--- src/rtl/chol_pkg.sv ---
// Shared types, widths and helpers for the 3x3 Cholesky factor pipeline.
// No dependencies; imported by every module in this folder.
package chol_pkg;

    // Number format of every matrix and factor entry.
    localparam int WORD_BITS = 32;
    localparam int FRAC_BITS = 16;

    // Quotient or root bits resolved per pipeline stage in the divider and root units.
    localparam int STEP_BITS = 2;

    // Derived widths of the intermediate values.
    localparam int MAG_W  = WORD_BITS;               // magnitude of one entry
    localparam int PROD_W = 2 * MAG_W;               // product of two magnitudes
    localparam int RIN_W  = MAG_W + FRAC_BITS;       // radicand and factor dividend
    localparam int ROOT_W = RIN_W / 2;               // square root result
    localparam int MT1_W  = PROD_W - 1;              // magnitude of t1
    localparam int R12N_W = MT1_W + FRAC_BITS;       // dividend of u12
    localparam int SQ_W   = 2 * (MAG_W - 1);         // t1 squared when t1 is small

    // Result status codes.
    typedef enum logic [1:0] {
        ST_OK     = 2'd0,
        ST_BAD_P0 = 2'd1,
        ST_BAD_P1 = 2'd2,
        ST_BAD_P2 = 2'd3
    } status_t;

    // Number of pipeline stages needed to resolve the given number of bits.
    function automatic int stages(input int bits);
        return (bits + STEP_BITS - 1) / STEP_BITS;
    endfunction

endpackage

--- src/rtl/chol_dly.sv ---
// Enabled shift line that keeps side values aligned with the arithmetic units.
// Depends on chol_pkg only through the shared import convention.
module chol_dly
    import chol_pkg::*;
#(
    parameter int WIDTH = 8,
    parameter int DEPTH = 4
)(
    input  logic             clk,
    input  logic             en,
    input  logic [WIDTH-1:0] din,
    output logic [WIDTH-1:0] dout
);

    logic [WIDTH-1:0] dly_reg [DEPTH];

    // Advance every tap together with the rest of the pipeline.
    always_ff @(posedge clk)
    begin
        if (en)
        begin
            dly_reg[0] <= din;
            for (int i = 1; i < DEPTH; i++)
            begin
                dly_reg[i] <= dly_reg[i-1];
            end
        end
    end

    assign dout = dly_reg[DEPTH-1];

endmodule

--- config.mk ---
export PLATFORM = sky130hd
export DESIGN_NAME = chol_dly
export DESIGN_NICKNAME = d
export VERILOG_FILES = /design/src/rtl/chol_pkg.sv /design/src/rtl/chol_dly.sv
export SDC_FILE = /design/constraint.sdc
export NUM_CORES = 1
export LEC_CHECK = 0
export BUFFER_PORTS_ARGS = -buffer_cell sky130_fd_sc_hd__buf_2
export CELL_PAD_IN_SITES_DETAIL_PLACEMENT = 1
export CELL_PAD_IN_SITES_GLOBAL_PLACEMENT = 1
export CORE_MARGIN = 4
export CORE_UTILIZATION = 45
export DETAILED_ROUTE_END_ITERATION = 6
export HOLD_SLACK_MARGIN = 0.15
export MAX_ROUTING_LAYER = met4
export PLACE_DENSITY = 0.8
export RECOVER_POWER = 50
export SLEW_MARGIN = 20
export SYNTH_ARGS = -nofsm -noshare
export SYNTH_HDL_FRONTEND = slang
export SYNTH_SLANG_ARGS = --single-unit
--- constraint.sdc ---
create_clock -name clk -period 1.1 [get_ports clk]
set_clock_uncertainty 0.2 [all_clocks]
set_input_delay 0.055 -clock clk [delete_from_list [all_inputs] [get_ports clk]]
set_output_delay 0.055 -clock clk [all_outputs]
set_load 0.01 [all_outputs]
==> results_dict.tcl <==
set metrics [dict create \
    status "finished, violations left" \
    violations "setup timing" \
    clk_latency_ns 0.31 \
    worst_pin_slew_ns 0.161 \
    fin_crit_sh_pct 100 \
    synth_top_cells_by_area "edfxtp_1 100%" \
    cts_tree "yes" \
    fin_cells 94 \
    crit_fanout 32 \
    dr.pass1.iters 2 \
    port_buffers 17 \
    vias_per_cell 4.38 \
    crit_required_ns 0.92 \
    grt_pass1_wl_um 1890 \
    clk_pin_slew_ns 0.08 \
    nets 76 \
    ys_seq_elements 32 \
    syn_to_final_growth_pct 28.9 \
    ios 18 \
    finalHoldViolations 0 \
    multiInputGateArea_um2 0 \
    finalSetupViolCount 14 \
    grt_antenna_before_repair 0 \
    multiInputCombCellCount 0 \
    p_per_area_nw_per_um2 1710 \
    hold_path_class "reg -> reg" \
    max_stage_delay_ns 0.53 \
    num_rows 16 \
    ant_nets 0 \
    cts_buffers 5 \
    cp_slowest_cell "dlygate4sd3_1" \
    grt_setup_unrepaired "yes" \
    grt_pass1_vias 399 \
    hold_ws_ns 0.223 \
    drv_slew 0 \
    synth_cell_types 1 \
    syn_area_um2 961 \
    layout_commonest_cell "edfxtp_1" \
    die_area_um2 2940 \
    critPathKind "in -> reg" \
    die_h_um 54.2 \
    vias 412 \
    htree_num_levels 2 \
    placed_cell_area_um2 1100 \
    synth_top_area_share_pct 100 \
    period_minus_slack_ns 1.10 \
    antenna_cells 0 \
    grt_overflow 0 \
    cp-start-kind "input pin" \
    p_leak_nw 0.454 \
    ir_drop_mv 1.02 \
    max_clock_freq_mhz 905 \
    synth_top_area_cell "edfxtp_1" \
    grt_usage_pct 11.1 \
    clockRootBuffer "clkbuf_4" \
    largest_reg_flops 32 \
    drive_gt1_share_pct 34.3 \
    placed_cells 77 \
    wl_per_cell_um 11.8 \
    drc 0 \
    gp_congestion 0.576 \
    cp.arrival_ns 0.92 \
    utilization_pct 61.9 \
    path_cells "dlygate4sd3_1, buf_2, buf_12" \
    die_w_um 54.2 \
    layout_common_cells "32 x edfxtp_1, 17 x buf_2, 9 x dlygate4sd3_1, 5 x clkbuf_4, 2 x clkbuf_1" \
    slew_headroom_pct 89.2 \
    numClockSinks 32 \
    finalInstanceArea_um2 1240 \
    drt_iter0_markers 9 \
    path_buf_inv 3 \
    yosys_warnings 0 \
    drt_wl_total_um 1110 \
    fin_ws_ns -0.00497 \
    initial_core_util_pct 48.0 \
    cts_resized 0 \
    synth_nets 42 \
    grt_max_degree 33 \
    maxCapViolations 0 \
    crit_family "buffers and inverters" \
    syn_inst 32 \
    cp-end-kind "flip-flop" \
    seq_area_frac_synth_pct 100 \
    clockBufferDepth 2 \
    core-area_um2 2000 \
    avgSynthCellArea_um2 30.0 \
]
[what timing repair did]
action                                  4_1_cts  5_1_grt
hold buffers                                  9        0
buffers inserted                              0        0
endpoints found under the setup margin        0        8
hold endpoints to repair                     40        0
[layout make-up]
cell class | count | area, µm²
clock inverter | 1 | 3.75
tap | 27 | 33.8
sequential | 32 | 961
clock buffer | 7 | 45.0
fill | 179 | 763
timing repair buffer | 27 | 195
[Yosys cell counts]
library cell and number:
edfxtp_1 32
[worst paths after layout]
check	from	endpoint	slack (ns)	cells past startpoint
min reg2reg	dly_reg[2][3]	dly_reg[3][3]	0.22	0
min	dly_reg[2][3]	dly_reg[3][3]	0.22	0
max	en	dly_reg[3][3]	-0.005	3
max reg2reg	dly_reg[1][7]	dly_reg[2][7]	0.24	0
[routing by layer]
metal  vias up  routed length, µm  global-route usage [%]  part of all wire, %
met1       187                397                    11.2                   36
met5         -                  0                       -                    0
met3         3                149                    8.99                   13
li1        199                  -                       -                    -
met4         0                 21                    6.22                  1.9
met2        23                540                    14.7                   49
[report_power, final]
part / internal (mW) / switching [mW]
logic: 0.0497 / 0.0428
registers: 1.43 / 0.0187
clock network: 0.245 / 0.333
[cell families after synthesis]
logic type / share of synthesized area (%)
flip-flops: 100
[per-stage QoR]
| stage | TNS (ns) | total power [mW] | setup WS [ns] |
|---|---|---|---|
| 2_1_floorplan | 0 | 1.49 | 0.311 |
| 3_3_place_gp | 0 | 1.54 | 0.244 |
| 3_5_place_dp | 0 | 1.55 | 0.224 |
| 4_1_cts | 0 | 2.15 | 0.00438 |
| 5_1_grt | -0.292 | 2.27 | -0.0464 |
| 6_report | -0.0475 | 2.12 | -0.00497 |
(Power assumes the default switching activity.)
