===== src/rtl/chol_pkg.sv =====
// Shared types, widths and helpers for the 3x3 Cholesky factor pipeline.
// No dependencies; imported by every module in this folder.
package chol_pkg;

    // Number format of every matrix and factor entry.
    localparam int WORD_BITS = 32;
    localparam int FRAC_BITS = 16;

    // Quotient or root bits resolved per pipeline stage in the divider and root units.
    localparam int STEP_BITS = 2;

    // Derived widths of the intermediate values.
    localparam int MAG_W  = WORD_BITS;               // magnitude of one entry
    localparam int PROD_W = 2 * MAG_W;               // product of two magnitudes
    localparam int RIN_W  = MAG_W + FRAC_BITS;       // radicand and factor dividend
    localparam int ROOT_W = RIN_W / 2;               // square root result
    localparam int MT1_W  = PROD_W - 1;              // magnitude of t1
    localparam int R12N_W = MT1_W + FRAC_BITS;       // dividend of u12
    localparam int SQ_W   = 2 * (MAG_W - 1);         // t1 squared when t1 is small

    // Result status codes.
    typedef enum logic [1:0] {
        ST_OK     = 2'd0,
        ST_BAD_P0 = 2'd1,
        ST_BAD_P1 = 2'd2,
        ST_BAD_P2 = 2'd3
    } status_t;

    // Number of pipeline stages needed to resolve the given number of bits.
    function automatic int stages(input int bits);
        return (bits + STEP_BITS - 1) / STEP_BITS;
    endfunction

endpackage


===== src/rtl/chol_sqrt.sv =====
// Pipelined digit-by-digit integer square root, a few root bits per stage.
// Depends on chol_pkg for the step size and stage count.
module chol_sqrt
    import chol_pkg::*;
#(
    parameter int IN_BITS = 48
)(
    input  logic                 clk,
    input  logic                 en,
    input  logic [IN_BITS-1:0]   x,
    output logic [IN_BITS/2-1:0] root
);

    localparam int RB   = IN_BITS / 2;
    localparam int NSTG = stages(RB);
    localparam int PB   = NSTG * STEP_BITS;
    localparam int XW   = 2 * PB;
    localparam int RW   = PB + 2;

    // Per stage: remainder, partial root and radicand bits still to go.
    logic [RW-1:0] rem_reg  [NSTG];
    logic [PB-1:0] root_reg [NSTG];
    logic [XW-1:0] x_reg    [NSTG];

    for (genvar g = 0; g < NSTG; g++) begin : g_stage
        logic [RW-1:0] rem_in;
        logic [PB-1:0] root_in;
        logic [XW-1:0] x_in;
        logic [RW-1:0] rem_next;
        logic [PB-1:0] root_next;
        logic [XW-1:0] x_next;

        if (g == 0) begin : g_first
            assign rem_in  = '0;
            assign root_in = '0;
            assign x_in    = XW'(x);
        end else begin : g_rest
            assign rem_in  = rem_reg[g-1];
            assign root_in = root_reg[g-1];
            assign x_in    = x_reg[g-1];
        end

        // Each of the STEP_BITS steps brings down two radicand bits and tries the next root bit.
        always_comb
        begin
            logic [RW+1:0] acc;
            logic [RW+1:0] trial;
            rem_next  = rem_in;
            root_next = root_in;
            x_next    = x_in;
            for (int k = 0; k < STEP_BITS; k++)
            begin
                acc    = {rem_next, x_next[XW-1 -: 2]};
                trial  = {2'b00, root_next, 2'b01};
                x_next = x_next << 2;
                if (acc >= trial)
                begin
                    rem_next  = RW'(acc - trial);
                    root_next = {root_next[PB-2:0], 1'b1};
                end
                else
                begin
                    rem_next  = acc[RW-1:0];
                    root_next = {root_next[PB-2:0], 1'b0};
                end
            end
        end

        always_ff @(posedge clk)
        begin
            if (en)
            begin
                rem_reg[g]  <= rem_next;
                root_reg[g] <= root_next;
                x_reg[g]    <= x_next;
            end
        end
    end

    assign root = root_reg[NSTG-1][RB-1:0];

endmodule


===== config.mk =====
export PLATFORM = sky130hd
export DESIGN_NAME = chol_sqrt
export DESIGN_NICKNAME = d
export VERILOG_FILES = /design/src/rtl/chol_pkg.sv /design/src/rtl/chol_sqrt.sv
export SDC_FILE = /design/constraint.sdc
export NUM_CORES = 2
export LEC_CHECK = 0
export ABC_AREA = 1
export BUFFER_PORTS_ARGS = -buffer_cell sky130_fd_sc_hd__clkbuf_2
export CORE_MARGIN = 2
export CORE_UTILIZATION = 30
export CTS_BUF_LIST = sky130_fd_sc_hd__clkbuf_16
export CTS_CLUSTER_SIZE = 10
export DETAILED_ROUTE_END_ITERATION = 12
export PLACE_DENSITY_LB_ADDON = 0.1
export RECOVER_POWER = 25
export SLEW_MARGIN = 20
export SYNTH_ARGS = -nofsm -noshare
export SYNTH_HDL_FRONTEND = slang
export SYNTH_SLANG_ARGS = --single-unit

===== constraint.sdc =====
create_clock -name clk -period 11.7 [get_ports clk]
set_input_delay 1.17 -clock clk [delete_from_list [all_inputs] [get_ports clk]]
set_output_delay 1.17 -clock clk [all_outputs]
set_load 0.05 [all_outputs]

==> impl_metrics.py <==
metrics = {
    "critical_path": {
        "worstPathBufferInverterCount": 5,
        "critPathLaunch": "root_reg[2][25]",
        "r2r_slack_ns": 5.78,
        "crit_type": "register to register",
        "start_kind": "register",
        "cp_top_family": "simple AND/OR/NAND/NOR gates",
        "r2r-start": "root_reg[2][25]",
        "crit_path_cell_trace": "inv_1 > ha_1 > nand2_1 > o21ai_1 > nand3_1 > nand2_1 > nand2_1 > nand2_2 > inv_1 > o21ai_0 > inv_1 > ha_1 > nand2_1 > nor2_1 > inv_1 > nor2_1 > nand3_1 > or2_0 > nor2_1 > nor2_1 > nand2_1 > buf_4 > o21ai_0",
        "crit_path_end_kind": "register",
        "critPathMaxFanout": 30,
        "required_ns": 12.15,
        "path_common_cell": "nand2_1",
        "max_stage_delay_ns": 0.58,
        "crit_arrival_ns": 6.38,
        "critPathSlowestCell": "inv_1",
        "r2r_end": "rem_reg[10][2]",
        "rr_worst_depth": 23,
    },
    "grt": {
        "grt_max_degree": 155,
        "grt_pass1_vias": 43581,
        "grt_overflow": 0,
        "grtUsageTotal_pct": 18.4,
        "antenna_found_initial": 4,
        "grt_pass1_wl_mm": 256,
    },
    "timing": {
        "period_needed_ns": 5.92,
        "worst_slew_pin_slew_ns": 1.07,
        "rsz0062_at_grt": "no",
        "hold_ws_ns": 0.376,
        "relSlewSlack_pct": 29.0,
        "hold_viol_final": 0,
        "max_freq_mhz": 169,
        "setup_tns_ns": 0,
        "fin_crit_sh_pct": 50.6,
        "setup_viol": 0,
        "fin_skew_ns": 0.0491,
        "slew_viol_final": 0,
    },
    "clocking": {
        "cts-root-buf": "clkbuf_16",
        "clockBufferDepth": 3,
        "cts_made_buffers": 90,
        "cts_tree": "built",
        "path_clk_slew_ns": 0.06,
        "clk_latency_ns": 0.74,
        "post-cts-setup-buffers": 0,
        "ctsResizeCount": 0,
        "cts_sinks": 691,
        "htreeDepth": 3,
        "cts_hold_buffers": 0,
    },
    "layout": {
        "drive_gt1_share_pct": 5.84,
        "area_delta_synth_final_pct": 10.6,
        "largest_reg_flops": 271,
        "fin_nets": 7577,
    },
    "pwr": {
        "cellPowerDensity_mw_per_mm2": 201,
        "ir_drop_mv": 0.120,
        "power_leakage_uw": 0.0267,
    },
    "floorplanning": {
        "io_pins": 74,
        "dieWidth_um": 422,
        "rows": 153,
        "start_util_pct": 30.1,
        "fp.coreArea_sq_mm": 0.174,
        "die_h_um": 422,
        "die-area_sq_mm": 0.178,
    },
    "synth": {
        "synth.mux.area_fraction_pct": 0,
        "synth_top_family_by_area": "simple AND/OR/NAND/NOR gates",
        "synth_flop_cell": "edfxtp_1",
        "yosysMostFrequentCell": "nand2_1",
        "synth_compound_area_share_pct": 7.92,
        "avgSynthCellArea_sq_um": 7.37,
        "yosys.area.top_type_share_pct": 39.6,
        "yosysWarningCount": 0,
        "ys_types": 60,
        "synth-edff-count": 691,
        "synthXorXnorAreaFrac_pct": 4.40,
        "syn-cell-area_sq_mm": 0.0523,
        "synth_seq_cells": 691,
        "synth-async-reset-ratio_pct": 0,
        "synthTopCellsByArea": "edfxtp_1 40%, nand2_1 17%, ha_1 7.7%",
        "syn_inst": 7104,
        "synthTopCellsByCount": "2321 x nand2_1, 1049 x inv_1, 693 x nor2_1",
        "synth.largest_area_cell": "edfxtp_1",
        "synth_fa_ha_area_share_pct": 7.70,
        "yosysSeqAreaShare_pct": 39.6,
        "yosys.area_share.simple_pct": 31.4,
    },
    "route": {
        "vias_per_cell": 4.72,
        "drt-wirelength-per-cell_um": 17.5,
        "postRouteAntennaNets": 0,
        "drt_iter0_drc": 3209,
        "drtPass1Iterations": 6,
        "vias": 45235,
        "routed_wl_mm": 168,
        "route.detailed.drc": 0,
    },
    "min_path": {
        "whs_path_depth": 0,
        "min_from": "x_reg[8][38]",
        "holdPathEnd": "x_reg[9][42]",
        "hold_class": "register to register",
    },
    "placement": {
        "port_buffers": 73,
        "gp_congestion": 0.911,
        "hpwl_mm": 136,
    },
    "status": {
        "status": "completed",
    },
    "flow_run": {
        "max_cap_viol_count": 0,
    },
}
## worst reg2reg max path, cell delays in order (launching register included)
cell and delay, ns:
edfxtp_1 0.54, inv_1 0.14, ha_1 0.38, nand2_1 0.07
o21ai_1 0.35, nand3_1 0.12, nand2_1 0.20, nand2_1 0.17
nand2_2 0.49, inv_1 0.59, o21ai_0 0.43, inv_1 0.08
ha_1 0.38, nand2_1 0.12, nor2_1 0.10, inv_1 0.08
nor2_1 0.28, nand3_1 0.10, or2_0 0.27, nor2_1 0.10
nor2_1 0.05, nand2_1 0.09, buf_4 0.36, o21ai_0 0.19
## through the flow
stage,area (sq um),total power [uW],setup slack (ns),util [%],instances
after CTS,57900,11800,5.79,33.3,9580
after detailed placement,55200,9070,5.77,31.8,9438
after global placement,55200,9110,5.72,31.8,9438
after global routing,57900,12600,5.32,33.3,9580
final,57900,11600,5.78,33.3,9581
after floorplan,52300,7400,7.80,-,7106
## logic make-up after synthesis
family	Yosys count
compound gates	762
xor+xnor	262
fa+ha+maj	322
buf+inv	1177
flops	691
other cells	1
simple gates	3889
## layer usage
metal  vias to the layer above  part of all wire (%)  wire length [um]  global-route usage, %
met4                         0                   3.3              5490                   5.90
met1                     20797                    46             77600                   24.7
met3                       230                   4.0              6740                   2.26
met5                         -                     0                 0                      0
met2                       907                    46             77800                   30.8
li1                      23301                     -                 -                      -
## power breakdown
part           switching, uW  internal (uW)  total (uW)
registers                322           3270        3590
logic                   3700           1730        5430
clock network           1120           1500        2620
total                   5140           6500       11600
## cells in the final DEF, fill, tap and decap left out, drive strengths merged, types with 25 or more instances in the layout
cell type / n
nand2: 2368
a31oi: 25
nand4: 144
clkbuf: 162
nor2: 740
edfxtp: 691
ha: 322
xnor2: 106
inv: 1114
nor3: 82
xor2: 156
clkinv: 27
a21oi: 346
o21ai: 308
nand3b: 31
nand3: 482
## worst max path at each step
stage,cells after the start,end,slack [ns]
after CTS,23,rem_reg[10][2],5.79
final,23,rem_reg[10][2],5.78
after floorplan,25,rem_reg[3][25],7.80
after detailed placement,23,rem_reg[10][2],5.77
after global placement,23,rem_reg[10][2],5.72
after global routing,23,rem_reg[10][2],5.32
## final cells by class
| type | instances | area [sq um] |
|---|---|---|
| clock buffers | 90 | 2250 |
| multi-input cells | 5238 | 26900 |
| repair buffers | 84 | 482 |
| diodes | 1 | 2.50 |
| flip-flops and latches | 691 | 20700 |
| well taps | 2325 | 2910 |
| inverters | 1100 | 4130 |
| clock inverters | 52 | 458 |
| fillers | 18783 | 116000 |
No activity file was read; power rests on OpenSTA's default activity.
